### src/rtl/brf_pkg.sv
`default_nettype none

package brf_pkg;

  localparam int BYTE_W  = 8;
  localparam int REQ_W   = 3;
  localparam int COUNT_W = 16;
  localparam int S_DATA_W = 32;
  localparam int M_DATA_W = 48;
  localparam int CFG_ADDR_W = 3;

  localparam logic [REQ_W-1:0] REQ_WRITE = 3'd0;
  localparam logic [REQ_W-1:0] REQ_READ  = 3'd1;
  localparam logic [REQ_W-1:0] REQ_PEEK  = 3'd2;
  localparam logic [REQ_W-1:0] REQ_FIND  = 3'd3;
  localparam logic [REQ_W-1:0] REQ_FLUSH = 3'd4;

  localparam logic [COUNT_W-1:0] COUNT_MAX = 16'hFFFF;

  // Word index of the mode register on the configuration port.
  localparam logic REG_MODE = 1'b0;

endpackage

`default_nettype wire

### src/rtl/brf_ram.sv
`default_nettype none

module brf_ram #(
  parameter int DEPTH  = 256,
  parameter int ADDR_W = 8
) (
  input  wire logic                       clk,
  input  wire logic                       wr_en,
  input  wire logic [ADDR_W-1:0]          wr_addr,
  input  wire logic [brf_pkg::BYTE_W-1:0] wr_data,
  input  wire logic [ADDR_W-1:0]          rd_addr,
  output      logic [brf_pkg::BYTE_W-1:0] rd_data
);

  logic [brf_pkg::BYTE_W-1:0] mem [DEPTH];

  always_ff @(posedge clk) begin
    if (wr_en) begin
      mem[wr_addr] <= wr_data;
    end
    rd_data <= mem[rd_addr];
  end

endmodule

`default_nettype wire

### src/rtl/byte_ring_fifo_pushout_unit.sv
// Byte ring FIFO of DEPTH slots holding at most DEPTH-1 bytes, with an
// optional push-out of the oldest byte when a write meets a full FIFO.
// Requests arrive on the s_ stream (write, read, peek, find, flush) and each
// produces exactly one result word on the m_ stream, carrying the byte read,
// an ok flag, the match offset of a find, the fill level and the burst count.
// The mode register (drop or push-out) sits at word 0 of the APB port.
// One request is handled at a time; s_tready is high only while the
// sequencer is idle. Write, flush and unknown requests go from idle to
// S_DONE, read and peek of a non-empty FIFO pass through S_MEM first
// because of the registered read of the byte store. Find walks the store
// through the same single read port, issuing each read in S_FIND and
// comparing it in S_CMP, until the first match or until every stored
// byte has been examined.
// Results sit in an output register; a new request is accepted while a
// result waits, but that request's own result is held in the sequencer
// until the receiver has taken the earlier word.
// Reset empties the FIFO, clears the burst count and selects drop mode;
// the byte store itself is not cleared, as only written bytes are read.
`default_nettype none

module byte_ring_fifo_pushout_unit #(
  parameter int DEPTH = 256
) (
  input  wire logic                              clk,
  input  wire logic                              rst,
  // s_tdata: req_type[2:0], data_in[10:3], peek_offset[18:11], ref_byte[26:19]
  input  wire logic                              s_tvalid,
  output      logic                              s_tready,
  input  wire logic [brf_pkg::S_DATA_W-1:0]      s_tdata,
  input  wire logic                              s_tlast,
  // m_tdata: data_out[7:0], ok[8], match_offset[16:9], level[24:17],
  // burst_count[40:25]
  output      logic                              m_tvalid,
  input  wire logic                              m_tready,
  output      logic [brf_pkg::M_DATA_W-1:0]      m_tdata,
  input  wire logic                              psel,
  input  wire logic                              penable,
  input  wire logic                              pwrite,
  input  wire logic [brf_pkg::CFG_ADDR_W-1:0]    paddr,
  input  wire logic [31:0]                       pwdata,
  output      logic [31:0]                       prdata,
  output      logic                              pready
);

  localparam int PTR_W = $clog2(DEPTH);
  localparam int CMP_W = (PTR_W > brf_pkg::BYTE_W) ? PTR_W : brf_pkg::BYTE_W;
  localparam logic [PTR_W-1:0] LAST_SLOT = PTR_W'(DEPTH - 1);
  localparam logic [PTR_W:0]   DEPTH_X   = (PTR_W + 1)'(DEPTH);

  typedef enum logic [2:0] {
    S_IDLE,
    S_MEM,
    S_FIND,
    S_CMP,
    S_DONE
  } state_t;

  state_t state;

  logic [PTR_W-1:0] head;
  logic [PTR_W-1:0] tail;
  logic [PTR_W-1:0] fill;
  logic [brf_pkg::COUNT_W-1:0] burst;
  logic overwrite_mode;

  logic [PTR_W-1:0] scan_ptr;
  logic [PTR_W-1:0] scan_idx;
  logic [brf_pkg::BYTE_W-1:0] r_ref;
  logic [brf_pkg::BYTE_W-1:0] r_data;
  logic r_ok;
  logic [brf_pkg::BYTE_W-1:0] r_moff;
  logic [brf_pkg::BYTE_W-1:0] r_level;
  logic [brf_pkg::COUNT_W-1:0] r_burst;

  logic [brf_pkg::REQ_W-1:0]  req;
  logic [brf_pkg::BYTE_W-1:0] din;
  logic [brf_pkg::BYTE_W-1:0] poff;
  logic [brf_pkg::BYTE_W-1:0] refb;
  logic accept;
  logic cfg_wr;

  logic full;
  logic empty;
  logic [PTR_W-1:0] head_inc;
  logic [PTR_W-1:0] tail_inc;
  logic [PTR_W-1:0] scan_inc;
  logic write_ok;
  logic move_ok;
  logic [brf_pkg::COUNT_W-1:0] burst_rep;
  logic [PTR_W-1:0] fill_next;
  logic [CMP_W-1:0] fill_next_x;
  logic [CMP_W-1:0] fill_x;
  logic [CMP_W-1:0] poff_x;
  logic [CMP_W-1:0] idx_x;
  logic [PTR_W-1:0] peek_off;
  logic [PTR_W:0]   peek_sum;
  logic [PTR_W:0]   peek_wrap;
  logic [PTR_W-1:0] peek_addr;

  logic wr_en;
  logic [PTR_W-1:0] rd_addr;
  logic [brf_pkg::BYTE_W-1:0] rd_data;

  assign req  = s_tdata[2:0];
  assign din  = s_tdata[10:3];
  assign poff = s_tdata[18:11];
  assign refb = s_tdata[26:19];

  assign s_tready = (state == S_IDLE);
  assign accept   = s_tvalid && s_tready;
  assign pready   = 1'b1;
  assign cfg_wr   = psel && penable && pwrite && pready;

  always_comb begin
    prdata = '0;
    if (paddr[2] == brf_pkg::REG_MODE) begin
      prdata[0] = overwrite_mode;
    end
  end

  assign full     = (fill == LAST_SLOT);
  assign empty    = (fill == '0);
  assign head_inc = (head == LAST_SLOT) ? '0 : head + PTR_W'(1);
  assign tail_inc = (tail == LAST_SLOT) ? '0 : tail + PTR_W'(1);
  assign scan_inc = (scan_ptr == LAST_SLOT) ? '0 : scan_ptr + PTR_W'(1);

  assign write_ok = !full || overwrite_mode;
  assign move_ok  = ((req == brf_pkg::REQ_WRITE) && write_ok) ||
                    ((req == brf_pkg::REQ_READ) && !empty);
  assign burst_rep = (move_ok && (burst != brf_pkg::COUNT_MAX)) ?
                     burst + brf_pkg::COUNT_W'(1) : burst;

  always_comb begin
    case (req)
      brf_pkg::REQ_WRITE: fill_next = (!full) ? fill + PTR_W'(1) : fill;
      brf_pkg::REQ_READ:  fill_next = (!empty) ? fill - PTR_W'(1) : fill;
      brf_pkg::REQ_FLUSH: fill_next = '0;
      default:            fill_next = fill;
    endcase
  end

  assign fill_next_x = CMP_W'(fill_next);
  assign fill_x      = CMP_W'(fill);
  assign poff_x      = CMP_W'(poff);
  assign idx_x       = CMP_W'(scan_idx);

  // Peek offsets past the last stored byte are pulled back onto it.
  assign peek_off  = (poff_x >= fill_x) ? fill - PTR_W'(1) : poff_x[PTR_W-1:0];
  assign peek_sum  = {1'b0, head} + {1'b0, peek_off};
  assign peek_wrap = peek_sum - DEPTH_X;
  assign peek_addr = (peek_sum >= DEPTH_X) ? peek_wrap[PTR_W-1:0] :
                                             peek_sum[PTR_W-1:0];

  always_comb begin
    case (state)
      S_IDLE:  rd_addr = (req == brf_pkg::REQ_PEEK) ? peek_addr : head;
      S_FIND:  rd_addr = scan_ptr;
      default: rd_addr = head;
    endcase
  end

  assign wr_en = accept && (req == brf_pkg::REQ_WRITE) && write_ok;

  brf_ram #(
    .DEPTH  (DEPTH),
    .ADDR_W (PTR_W)
  ) u_ram (
    .clk     (clk),
    .wr_en   (wr_en),
    .wr_addr (tail),
    .wr_data (din),
    .rd_addr (rd_addr),
    .rd_data (rd_data)
  );

  always_ff @(posedge clk) begin
    if (rst) begin
      state          <= S_IDLE;
      head           <= '0;
      tail           <= '0;
      fill           <= '0;
      burst          <= '0;
      overwrite_mode <= 1'b0;
      m_tvalid       <= 1'b0;
    end else begin
      if (cfg_wr && (paddr[2] == brf_pkg::REG_MODE)) begin
        overwrite_mode <= pwdata[0];
      end
      // A word leaving in the same cycle as the next is loaded is
      // handled in S_DONE.
      if (m_tvalid && m_tready && (state != S_DONE)) begin
        m_tvalid <= 1'b0;
      end

      case (state)
        S_IDLE: begin
          if (accept) begin
            r_data   <= '0;
            r_moff   <= '0;
            r_ref    <= refb;
            r_level  <= fill_next_x[brf_pkg::BYTE_W-1:0];
            r_burst  <= burst_rep;
            scan_idx <= '0;
            scan_ptr <= head;
            fill     <= fill_next;
            if ((req == brf_pkg::REQ_WRITE) || (req == brf_pkg::REQ_READ)) begin
              burst <= s_tlast ? '0 : burst_rep;
            end
            case (req)
              brf_pkg::REQ_WRITE: begin
                r_ok  <= write_ok;
                state <= S_DONE;
                if (write_ok) begin
                  tail <= tail_inc;
                  // In push-out mode a full FIFO loses its oldest byte.
                  if (full) begin
                    head <= head_inc;
                  end
                end
              end
              brf_pkg::REQ_READ: begin
                r_ok <= !empty;
                if (!empty) begin
                  head  <= head_inc;
                  state <= S_MEM;
                end else begin
                  state <= S_DONE;
                end
              end
              brf_pkg::REQ_PEEK: begin
                r_ok  <= !empty;
                state <= empty ? S_DONE : S_MEM;
              end
              brf_pkg::REQ_FIND: begin
                r_ok  <= 1'b0;
                state <= S_FIND;
              end
              brf_pkg::REQ_FLUSH: begin
                head  <= '0;
                tail  <= '0;
                r_ok  <= 1'b1;
                state <= S_DONE;
              end
              default: begin
                r_ok  <= 1'b0;
                state <= S_DONE;
              end
            endcase
          end
        end

        S_MEM: begin
          r_data <= rd_data;
          state  <= S_DONE;
        end

        // The read of scan_ptr is issued here and compared in the next cycle.
        S_FIND: begin
          if (scan_idx == fill) begin
            state <= S_DONE;
          end else begin
            state <= S_CMP;
          end
        end

        S_CMP: begin
          if (rd_data == r_ref) begin
            r_ok   <= 1'b1;
            r_moff <= idx_x[brf_pkg::BYTE_W-1:0];
            state  <= S_DONE;
          end else begin
            scan_idx <= scan_idx + PTR_W'(1);
            scan_ptr <= scan_inc;
            state    <= S_FIND;
          end
        end

        S_DONE: begin
          if (!m_tvalid || m_tready) begin
            m_tvalid <= 1'b1;
            m_tdata  <= {7'b0, r_burst, r_level, r_moff, r_ok, r_data};
            state    <= S_IDLE;
          end
        end

        default: begin
          state <= S_IDLE;
        end
      endcase
    end
  end

endmodule

`default_nettype wire

### config.mk
export PLATFORM = sky130hd
export DESIGN_NAME = byte_ring_fifo_pushout_unit
export DESIGN_NICKNAME = d
export VERILOG_FILES = /design/src/rtl/brf_pkg.sv /design/src/rtl/brf_ram.sv /design/src/rtl/byte_ring_fifo_pushout_unit.sv
export SDC_FILE = /design/constraint.sdc
export NUM_CORES = 2
export LEC_CHECK = 0
export BUFFER_PORTS_ARGS = -buffer_cell sky130_fd_sc_hd__clkbuf_2
export CORE_MARGIN = 2
export CORE_UTILIZATION = 60
export DETAILED_ROUTE_END_ITERATION = 10
export PLACE_DENSITY = 0.84
export SLEW_MARGIN = 40
export SYNTH_ARGS = -nofsm -noshare
export SYNTH_HDL_FRONTEND = slang
export SYNTH_HIERARCHICAL = 1
export SYNTH_SLANG_ARGS = --single-unit
### constraint.sdc
create_clock -name clk -period 7.6 [get_ports clk]
set_clock_uncertainty 0.2 [all_clocks]
set_input_delay 0.76 -clock clk [delete_from_list [all_inputs] [get_ports clk]]
set_output_delay 0.76 -clock clk [all_outputs]
set_load 0.005 [all_outputs]
-- Yosys cells after proc, flatten, opt, wreduce, memory -nomap -nowiden
Memory sizes are Yosys's and may differ from the RTL's. A register that Yosys moved wholly into a read port is not among the register bits.
Index checks and enable logic that the tools add are counted.
- output and inout bits: 83
- memory bits (writable): 2048
- logic and storage cells: 133
- bits in registers: 151
- memories: 1
- input port bits: 75
- bitwise logic cells: 2
- magnitude comparators: 2
- add/sub/neg operators: 9
- muxes and demuxes: 44
- reduce and logical (&&, ||, !) cells: 36
- equality and inequality tests: 23
- memories (memory ; words ; width ; rd ports ; clocked after Yosys merged registers in ; write ports ; line ; text):
    u_ram.mem ; 256 ; 8 ; 1 ; 1 ; 1 ; brf_ram.sv:15 ; logic [brf_pkg::BYTE_W-1:0] mem [DEPTH];
- operators by type and width (cell ; count):
    $mux 8 ; 17
    $pmux 8 s2 ; 6
    $pmux 8 s3 ; 2
    $add 8x1->8 const B ; 5
    $eq 8x8->1 const B ; 4
    $mux 16 ; 2
    $add 16x1->16 const B ; 1
    $eq 8x8->1 ; 2
    $ne 16x16->1 const B ; 1
    $sub 8x1->8 const B ; 2
    $mux 3 ; 5
    $pmux 3 s5 ; 1
    $eq 3x2->1 const B ; 4
    $ne 2x2->1 const B ; 6
    $reduce_and 3->1 ; 4
    $reduce_and 4->1 ; 3
    $logic_and 1x1->1 ; 11
    $add 8x8->9 ; 1
    $ge 9x9->1 const B ; 1
    $ge 8x8->1 ; 1
    $logic_not 8->1 ; 1
    $mux 1 ; 8
    $eq 3x1->1 const B ; 2
    $eq 3x3->1 const B ; 2
    other kinds (14) ; 24

-- Longest topological paths before layout
- depth after elaboration: 8
- mapped depth: 27
- gate-level depth less buffers: 23

-- Modules after synthesis
The synthesis kept the hierarchy.
- modules (own cells, without submodules) (module ; area an instance (um^2) ; cells each ; times used ; seq. area each (um^2)):
    brf_ram ; 79556.3 ; 3733 ; 1 ; 61659.1
    byte_ring_fifo_pushout_unit ; 7823.8 ; 749 ; 1 ; 4083.9

-- Least setup slack after synthesis
No wires, ideal clock.
- path type: input to register
- from: input port s_tdata[18] (netlist bit)
- to: register u_ram/rd_data[7] (netlist bit), read port of u_ram.mem
- stages on the path: 25
- setup slack: 2.260 ns
- library setup time: 0.127 ns
- buffers on the path: 3
- arrival: 5.013 ns
- required time: 7.273 ns
- cells stage by stage: ha_1 -> a21oi_1 -> o211ai_1 -> a21oi_1 -> clkbuf_1 -> nand2_1 -> o21ai_0 -> ha_1 -> inv_1 -> fa_1 -> nor2b_1 -> o21ai_0 -> nand2b_1 -> a21o_1 -> a21oi_1 -> xor2_1 -> o21ai_0 -> clkbuf_1 -> nor3b_1 -> clkbuf_1 -> o221ai_1 -> nand2_1 -> a21oi_1 -> nor4_1 -> nor4_1
- cells in the longest elaborated chain, start to end: 7
- elaborated cells between the ends (all ways): 8
- those cells by class: add/sub (2); order compare (2); mux (4)
- RTL lines (what ; line ; text):
    start, declared ; byte_ring_fifo_pushout_unit.sv:29 ; input wire logic [brf_pkg::S_DATA_W-1:0] s_tdata,
    $ge 8x8->1 ; byte_ring_fifo_pushout_unit.sv:148 ; assign peek_off = (poff_x >= fill_x) ? fill - PTR_W'(1) : poff_x[PTR_W-1:0];
    $mux 8 * ; byte_ring_fifo_pushout_unit.sv:148 ;
    $add 8x8->9 * ; byte_ring_fifo_pushout_unit.sv:149 ; assign peek_sum = {1'b0, head} + {1'b0, peek_off};
    $sub 8x1->8 / $ge 9x9->1 (equally long branches) ; byte_ring_fifo_pushout_unit.sv:150, byte_ring_fifo_pushout_unit.sv:151 ;
    $mux 8 * ; byte_ring_fifo_pushout_unit.sv:151 ; assign peek_addr = (peek_sum >= DEPTH_X) ? peek_wrap[PTR_W-1:0] :
    $mux 8 * ; byte_ring_fifo_pushout_unit.sv:156 ; S_IDLE: rd_addr = (req == brf_pkg::REQ_PEEK) ? peek_addr : head;
    $pmux 8 s2 * ; byte_ring_fifo_pushout_unit.sv:155 ; case (state)
    net rd_addr[6] ; byte_ring_fifo_pushout_unit.sv:101 ; logic [PTR_W-1:0] rd_addr;
    end, declared ; brf_ram.sv:12 ; output logic [brf_pkg::BYTE_W-1:0] rd_data
The timed path passes the listed nets; every way through them passes the cells marked *.
A chain may end at the register's enable or synchronous reset.

-- Worst setup path in the final report
- from: register fill[2]
- to: register u_ram/rd_data[5] (netlist bit), read port of u_ram.mem
- cells in the longest elaborated chain, start to end: 7
- elaborated cells between the ends (all ways): 9
- those cells by class: add/sub (3); order compare (2); mux (4)
- RTL lines (what ; line ; text):
    start, declared ; byte_ring_fifo_pushout_unit.sv:62 ; logic [PTR_W-1:0] fill;
    start signal, assigned ; byte_ring_fifo_pushout_unit.sv:205 ; fill <= fill_next;
    $sub 8x1->8 / $ge 8x8->1 (equally long branches) ; byte_ring_fifo_pushout_unit.sv:148 ;
    $mux 8 * ; byte_ring_fifo_pushout_unit.sv:148 ;
    $add 8x8->9 * ; byte_ring_fifo_pushout_unit.sv:149 ;
    $sub 8x1->8 / $ge 9x9->1 (equally long branches) ; byte_ring_fifo_pushout_unit.sv:150, byte_ring_fifo_pushout_unit.sv:151 ;
    $mux 8 * ; byte_ring_fifo_pushout_unit.sv:151 ;
    $mux 8 * ; byte_ring_fifo_pushout_unit.sv:156 ;
    $pmux 8 s2 * ; byte_ring_fifo_pushout_unit.sv:155 ;
    net rd_addr[4] ; byte_ring_fifo_pushout_unit.sv:101 ;
Marks and branches as above.

==> results.md <==
* Dominant cells by area after synthesis: sky130_fd_sc_hd__edfxtp_1 (74%), sky130_fd_sc_hd__mux4_2 (12%), sky130_fd_sc_hd__mux2i_1 (1.6%)
* Total of endpoints with negative setup slack in the final report at 0
* Placement row count at 140
* Met3 capacity usage during global routing at 0.09371
* Setup TNS at 0 ns
* Kind of capture point of the worst setup path: register
* Critical path start-end classification: register to register
* Transition time of the tightest slew-check pin at 1.063 ns
* Clk pwr share at 0.367
* Count of routing violations after the opening detailed-route iteration at 8619
* Ratio of cells with drive above 1 in the final layout at 0.2284
* Number of filler instances in the final layout at ~8300
* Number of distinct library cell variants in the gate-level netlist after synthesis at between 80 and 90
* Final RePlAce weighted congestion at 0.9265
* Top-Level Pins at 158
* Worst slack on hold paths at 0.1204 ns
* Final cell utilization of the core at 0.6670
* Period utilisation layout at 0.9489
* Clock tree from TritonCTS: built
* Total number of vias at 48770
* Flip-flop and latch count after synthesis at 2207
* Switching part of the total at 0.2495
* Max-Slew Margin vs Limit at 0.2890
* Met1 routing resource usage after global routing at 0.4033
* H-tree levels at 4
* Bufs on Longest Clock Path at 3
* Cell count after synthesis at 4482
* Worst EP arrival at a little under 8 ns
* XOR/XNOR share of the synthesized area at 0.006615
* Area enclosed by the die boundary at around 0.15 mm2
* Total internal power at a little over 20 mW
* Prevailing post-synth register cell: sky130_fd_sc_hd__edfxtp_1
* DP Wirelength at 131700 um
* Adder and majority cell fraction of the synthesized area at 0.003522
* Number of antenna violations at the first check in global routing at 13
* Syn. warnings at 6
* Total core area at approximately 0.15 mm2
* DR DRC count at 0
* Fraction of power consumed by sequential logic at 0.501
* Area fraction in and, or, nand and nor cells after synthesis at 0.03902
* Worst path required time at roughly 8 ns
* Post-synthesis sequential area ratio at 0.7524
* Hold violation count in the final report at 0
* Area share of the largest cell type after synthesis at 0.7402
* Outcome: finished, final reports clean
* Setup repair after global routing missed its margin: false
* Net switching power of the design at 6.710 mW
* Number of global-route vias before repair at 47717
* Post-synth EDFFs at 2154
* Clock transition at the registers of the reported paths at 0.07 ns
* Combinational share of power at 0.132
* Worst min-delay path category: input port to register
* CTS root buf: sky130_fd_sc_hd__clkbuf_16
* Share of synthesized registers carrying an async set or reset at 0
* Post-synthesis instance area at a little under 0.09 mm2
* Type of element launching the critical path: register
* TritonCTS Sinks at 2207
* GR peak layer: met2
* Fraction of the mapped netlist area in compound gates at 0.04224
* Pin count of the biggest net entering global routing at 158
* All-Layer GR Usage at 0.3200
* Starting utilization of the core area at 0.6025
* Worst supply voltage drop on vdd at 0.2386 mV
* Lkg Pwr at approximately 30 nW
* Residual overflow from global routing at 0
* Count of buffers from port buffering at 80
* Crit path max fanout at 20
* Number of buffers created by CTS at between 150 and 200
* Post-Route WL at approximately 240000 um
* Power per cell area at between 200 and 300 mW/mm2
* Max-capacitance violation count at 0
* Vias per Instance at 7.248
* Max-slew violation total from the final report at 0
* Routed WL per cell at 35.37 um
* Main combinational cell family by area after synthesis: multiplexers
* Number of buffers added for setup after CTS at 0
* Post-detailed-route count of antenna-violating nets at 0
* Wire length of the first global-routing pass at 338900 um
* Syn Area/Cell at 19.50 um2
* Die height at 385.6 um
* Global Route met2 Usage at 0.5017
* Multiplexer area fraction after synthesis at 0.1337
* DIE WIDTH at around 390 um
* Pre-antenna DRT Iters at 6
* Insertion delay of the later-clocked pin in the worst-skew pair at 0.85 ns
* Cell type contributing the most total cell area after synthesis: sky130_fd_sc_hd__edfxtp_1
* Layout overhead on the synthesized area at 10.72%
* Number of nets in the final layout at between 4000 and 5000
* Min Clock Period, post-route at about 7.2 ns
* Highest attainable clock frequency at 0.1387 GHz
## final cells by class
class,count,area [um2],area share
sequential,2207,65740,0.6796
multi-input combinational,1987,20250,0.2094
clock buffer,252,5230,0.05406
tap,1917,2399,0.02479
timing repair buffer,223,1979,0.02046
clock inverter,110,1025,0.01059
inverter,25,93.84,0.0009700
antenna,8,20.02,0.0002069
## final timing paths
check                           slack, ns  depth (start not counted)       start                 to
worst max-delay path                 0.39                         23     fill[2]   u_ram/rd_data[5]
worst min-delay path                 0.12                          1  s_tdata[7]  u_ram/mem[136][4]
worst max register to register       0.39                         23     fill[2]   u_ram/rd_data[5]
worst min register to register       0.22                          0   r_data[3]         m_tdata[3]
## power groups by stage
stage	combinational (mW)	sequential, mW	clock [mW]
floorplan	2.26	13.7	0
global placement	3.20	13.7	0
detailed placement	3.30	13.7	0
CTS	3.43	13.5	9.89
global route	3.62	13.5	10.3
finish	3.55	13.5	9.86
## routing by layer
layer | share of wire | routed length, um | up-vias
met5 | 0.00035 | 84 | -
met2 | 0.47 | 112400 | 4719
li1 | - | - | 18622
met1 | 0.32 | 75630 | 24420
met4 | 0.070 | 16620 | 12
met3 | 0.14 | 33280 | 997
## stage by stage
stage / worst slack, ns / instance area (um2) / power, mW / cells
global route: 0.3808 / 96730 / 27.37 / 6721
floorplan: 2.260 / 87520 / 15.95 / 4519
global placement: 0.9692 / 89860 / 16.94 / 6341
CTS: 0.5458 / 96360 / 26.80 / 6717
detailed placement: 0.6665 / 90020 / 17.04 / 6346
finish: 0.3882 / 96750 / 26.89 / 6729
## state kept, by name, indices dropped and copies added (netlist names), 3 cells and up
signal and count:
m_tdata 41, r_burst 16, fill 8, r_moff 8
head 8, r_data 8, burst 16, tail 8
scan_ptr 8, state 3, r_level 8, r_ref 8
u_ram/mem 2048, u_ram/rd_data 8, idx_x 8
## layout by cell type, fill, tap and decap left out, types with 25 or more instances in the layout
master                         n
sky130_fd_sc_hd__a21oi_1     134
sky130_fd_sc_hd__a22oi_1     135
sky130_fd_sc_hd__and2_1       25
sky130_fd_sc_hd__buf_4        97
sky130_fd_sc_hd__clkbuf_1     49
sky130_fd_sc_hd__clkbuf_16   203
sky130_fd_sc_hd__clkbuf_2     73
sky130_fd_sc_hd__clkinv_1     41
sky130_fd_sc_hd__clkinv_2     30
sky130_fd_sc_hd__conb_1       39
sky130_fd_sc_hd__dfxtp_1      52
sky130_fd_sc_hd__edfxtp_1   2154
sky130_fd_sc_hd__mux2i_1     138
sky130_fd_sc_hd__mux4_2      454
sky130_fd_sc_hd__nand2_1      88
sky130_fd_sc_hd__nand3_1      58
sky130_fd_sc_hd__nor2_1      258
sky130_fd_sc_hd__nor2_2       91
sky130_fd_sc_hd__nor2b_1      30
sky130_fd_sc_hd__nor3_1       31
sky130_fd_sc_hd__nor4_1       27
sky130_fd_sc_hd__o21ai_0      55
sky130_fd_sc_hd__o221ai_1     47
sky130_fd_sc_hd__o22ai_1      32
sky130_fd_sc_hd__xnor2_1      37
sky130_fd_sc_hd__xor2_1       29
## cells in the mapped netlist (24+ instances only)
cell,number
sky130_fd_sc_hd__dfxtp_1,53
sky130_fd_sc_hd__a21oi_1,138
sky130_fd_sc_hd__o221ai_1,47
sky130_fd_sc_hd__clkbuf_1,132
sky130_fd_sc_hd__nor2_1,350
sky130_fd_sc_hd__nor4_1,29
sky130_fd_sc_hd__mux4_2,454
sky130_fd_sc_hd__buf_4,66
sky130_fd_sc_hd__o21ai_0,58
sky130_fd_sc_hd__a22oi_1,136
sky130_fd_sc_hd__buf_2,36
sky130_fd_sc_hd__nor2b_1,35
sky130_fd_sc_hd__xor2_1,29
sky130_fd_sc_hd__nand2_1,93
sky130_fd_sc_hd__edfxtp_1,2154
sky130_fd_sc_hd__and2_1,25
sky130_fd_sc_hd__mux2i_1,138
sky130_fd_sc_hd__xnor2_1,37
sky130_fd_sc_hd__o22ai_1,32
sky130_fd_sc_hd__inv_1,24
sky130_fd_sc_hd__nor3_1,35
sky130_fd_sc_hd__nand3_1,65
## timing repair
item                      CTS  global route
resized for setup           0             0
hold endpoints to repair    9             0
hold buffers                9             0
## kinds of logic (layout without fill, tap and decap cells)
kind of cell | Yosys count | in the layout
fa+ha+maj | 24 | 24
mux | 596 | 596
simple gates | 724 | 724
other cells | 2 | 47
xor+xnor | 66 | 66
compound gates | 538 | 538
flops | 2207 | 2207
buf+inv | 325 | 610
## worst max-delay path: stages, from the launching register on
cell and delay, ns:
sky130_fd_sc_hd__dfxtp_1 0.62, sky130_fd_sc_hd__inv_1 0.17, sky130_fd_sc_hd__ha_1 0.32, sky130_fd_sc_hd__a21oi_1 0.12, sky130_fd_sc_hd__o21ai_0 0.09, sky130_fd_sc_hd__a21oi_1 0.47
sky130_fd_sc_hd__nand2_1 0.13, sky130_fd_sc_hd__o21ai_0 0.22, sky130_fd_sc_hd__ha_1 0.28, sky130_fd_sc_hd__inv_1 0.07, sky130_fd_sc_hd__fa_1 0.42, sky130_fd_sc_hd__nor2b_1 0.11
sky130_fd_sc_hd__o21ai_0 0.08, sky130_fd_sc_hd__nand2b_1 0.12, sky130_fd_sc_hd__xor2_1 0.17, sky130_fd_sc_hd__a22oi_1 0.12, sky130_fd_sc_hd__o21ai_4 0.60, sky130_fd_sc_hd__buf_4 0.49
sky130_fd_sc_hd__nor2_2 0.25, sky130_fd_sc_hd__buf_4 0.31, sky130_fd_sc_hd__a221oi_1 0.85, sky130_fd_sc_hd__o32ai_1 0.33, sky130_fd_sc_hd__nor3_1 0.39, sky130_fd_sc_hd__nor4_1 0.14
Power figures use the tool's default switching activity.
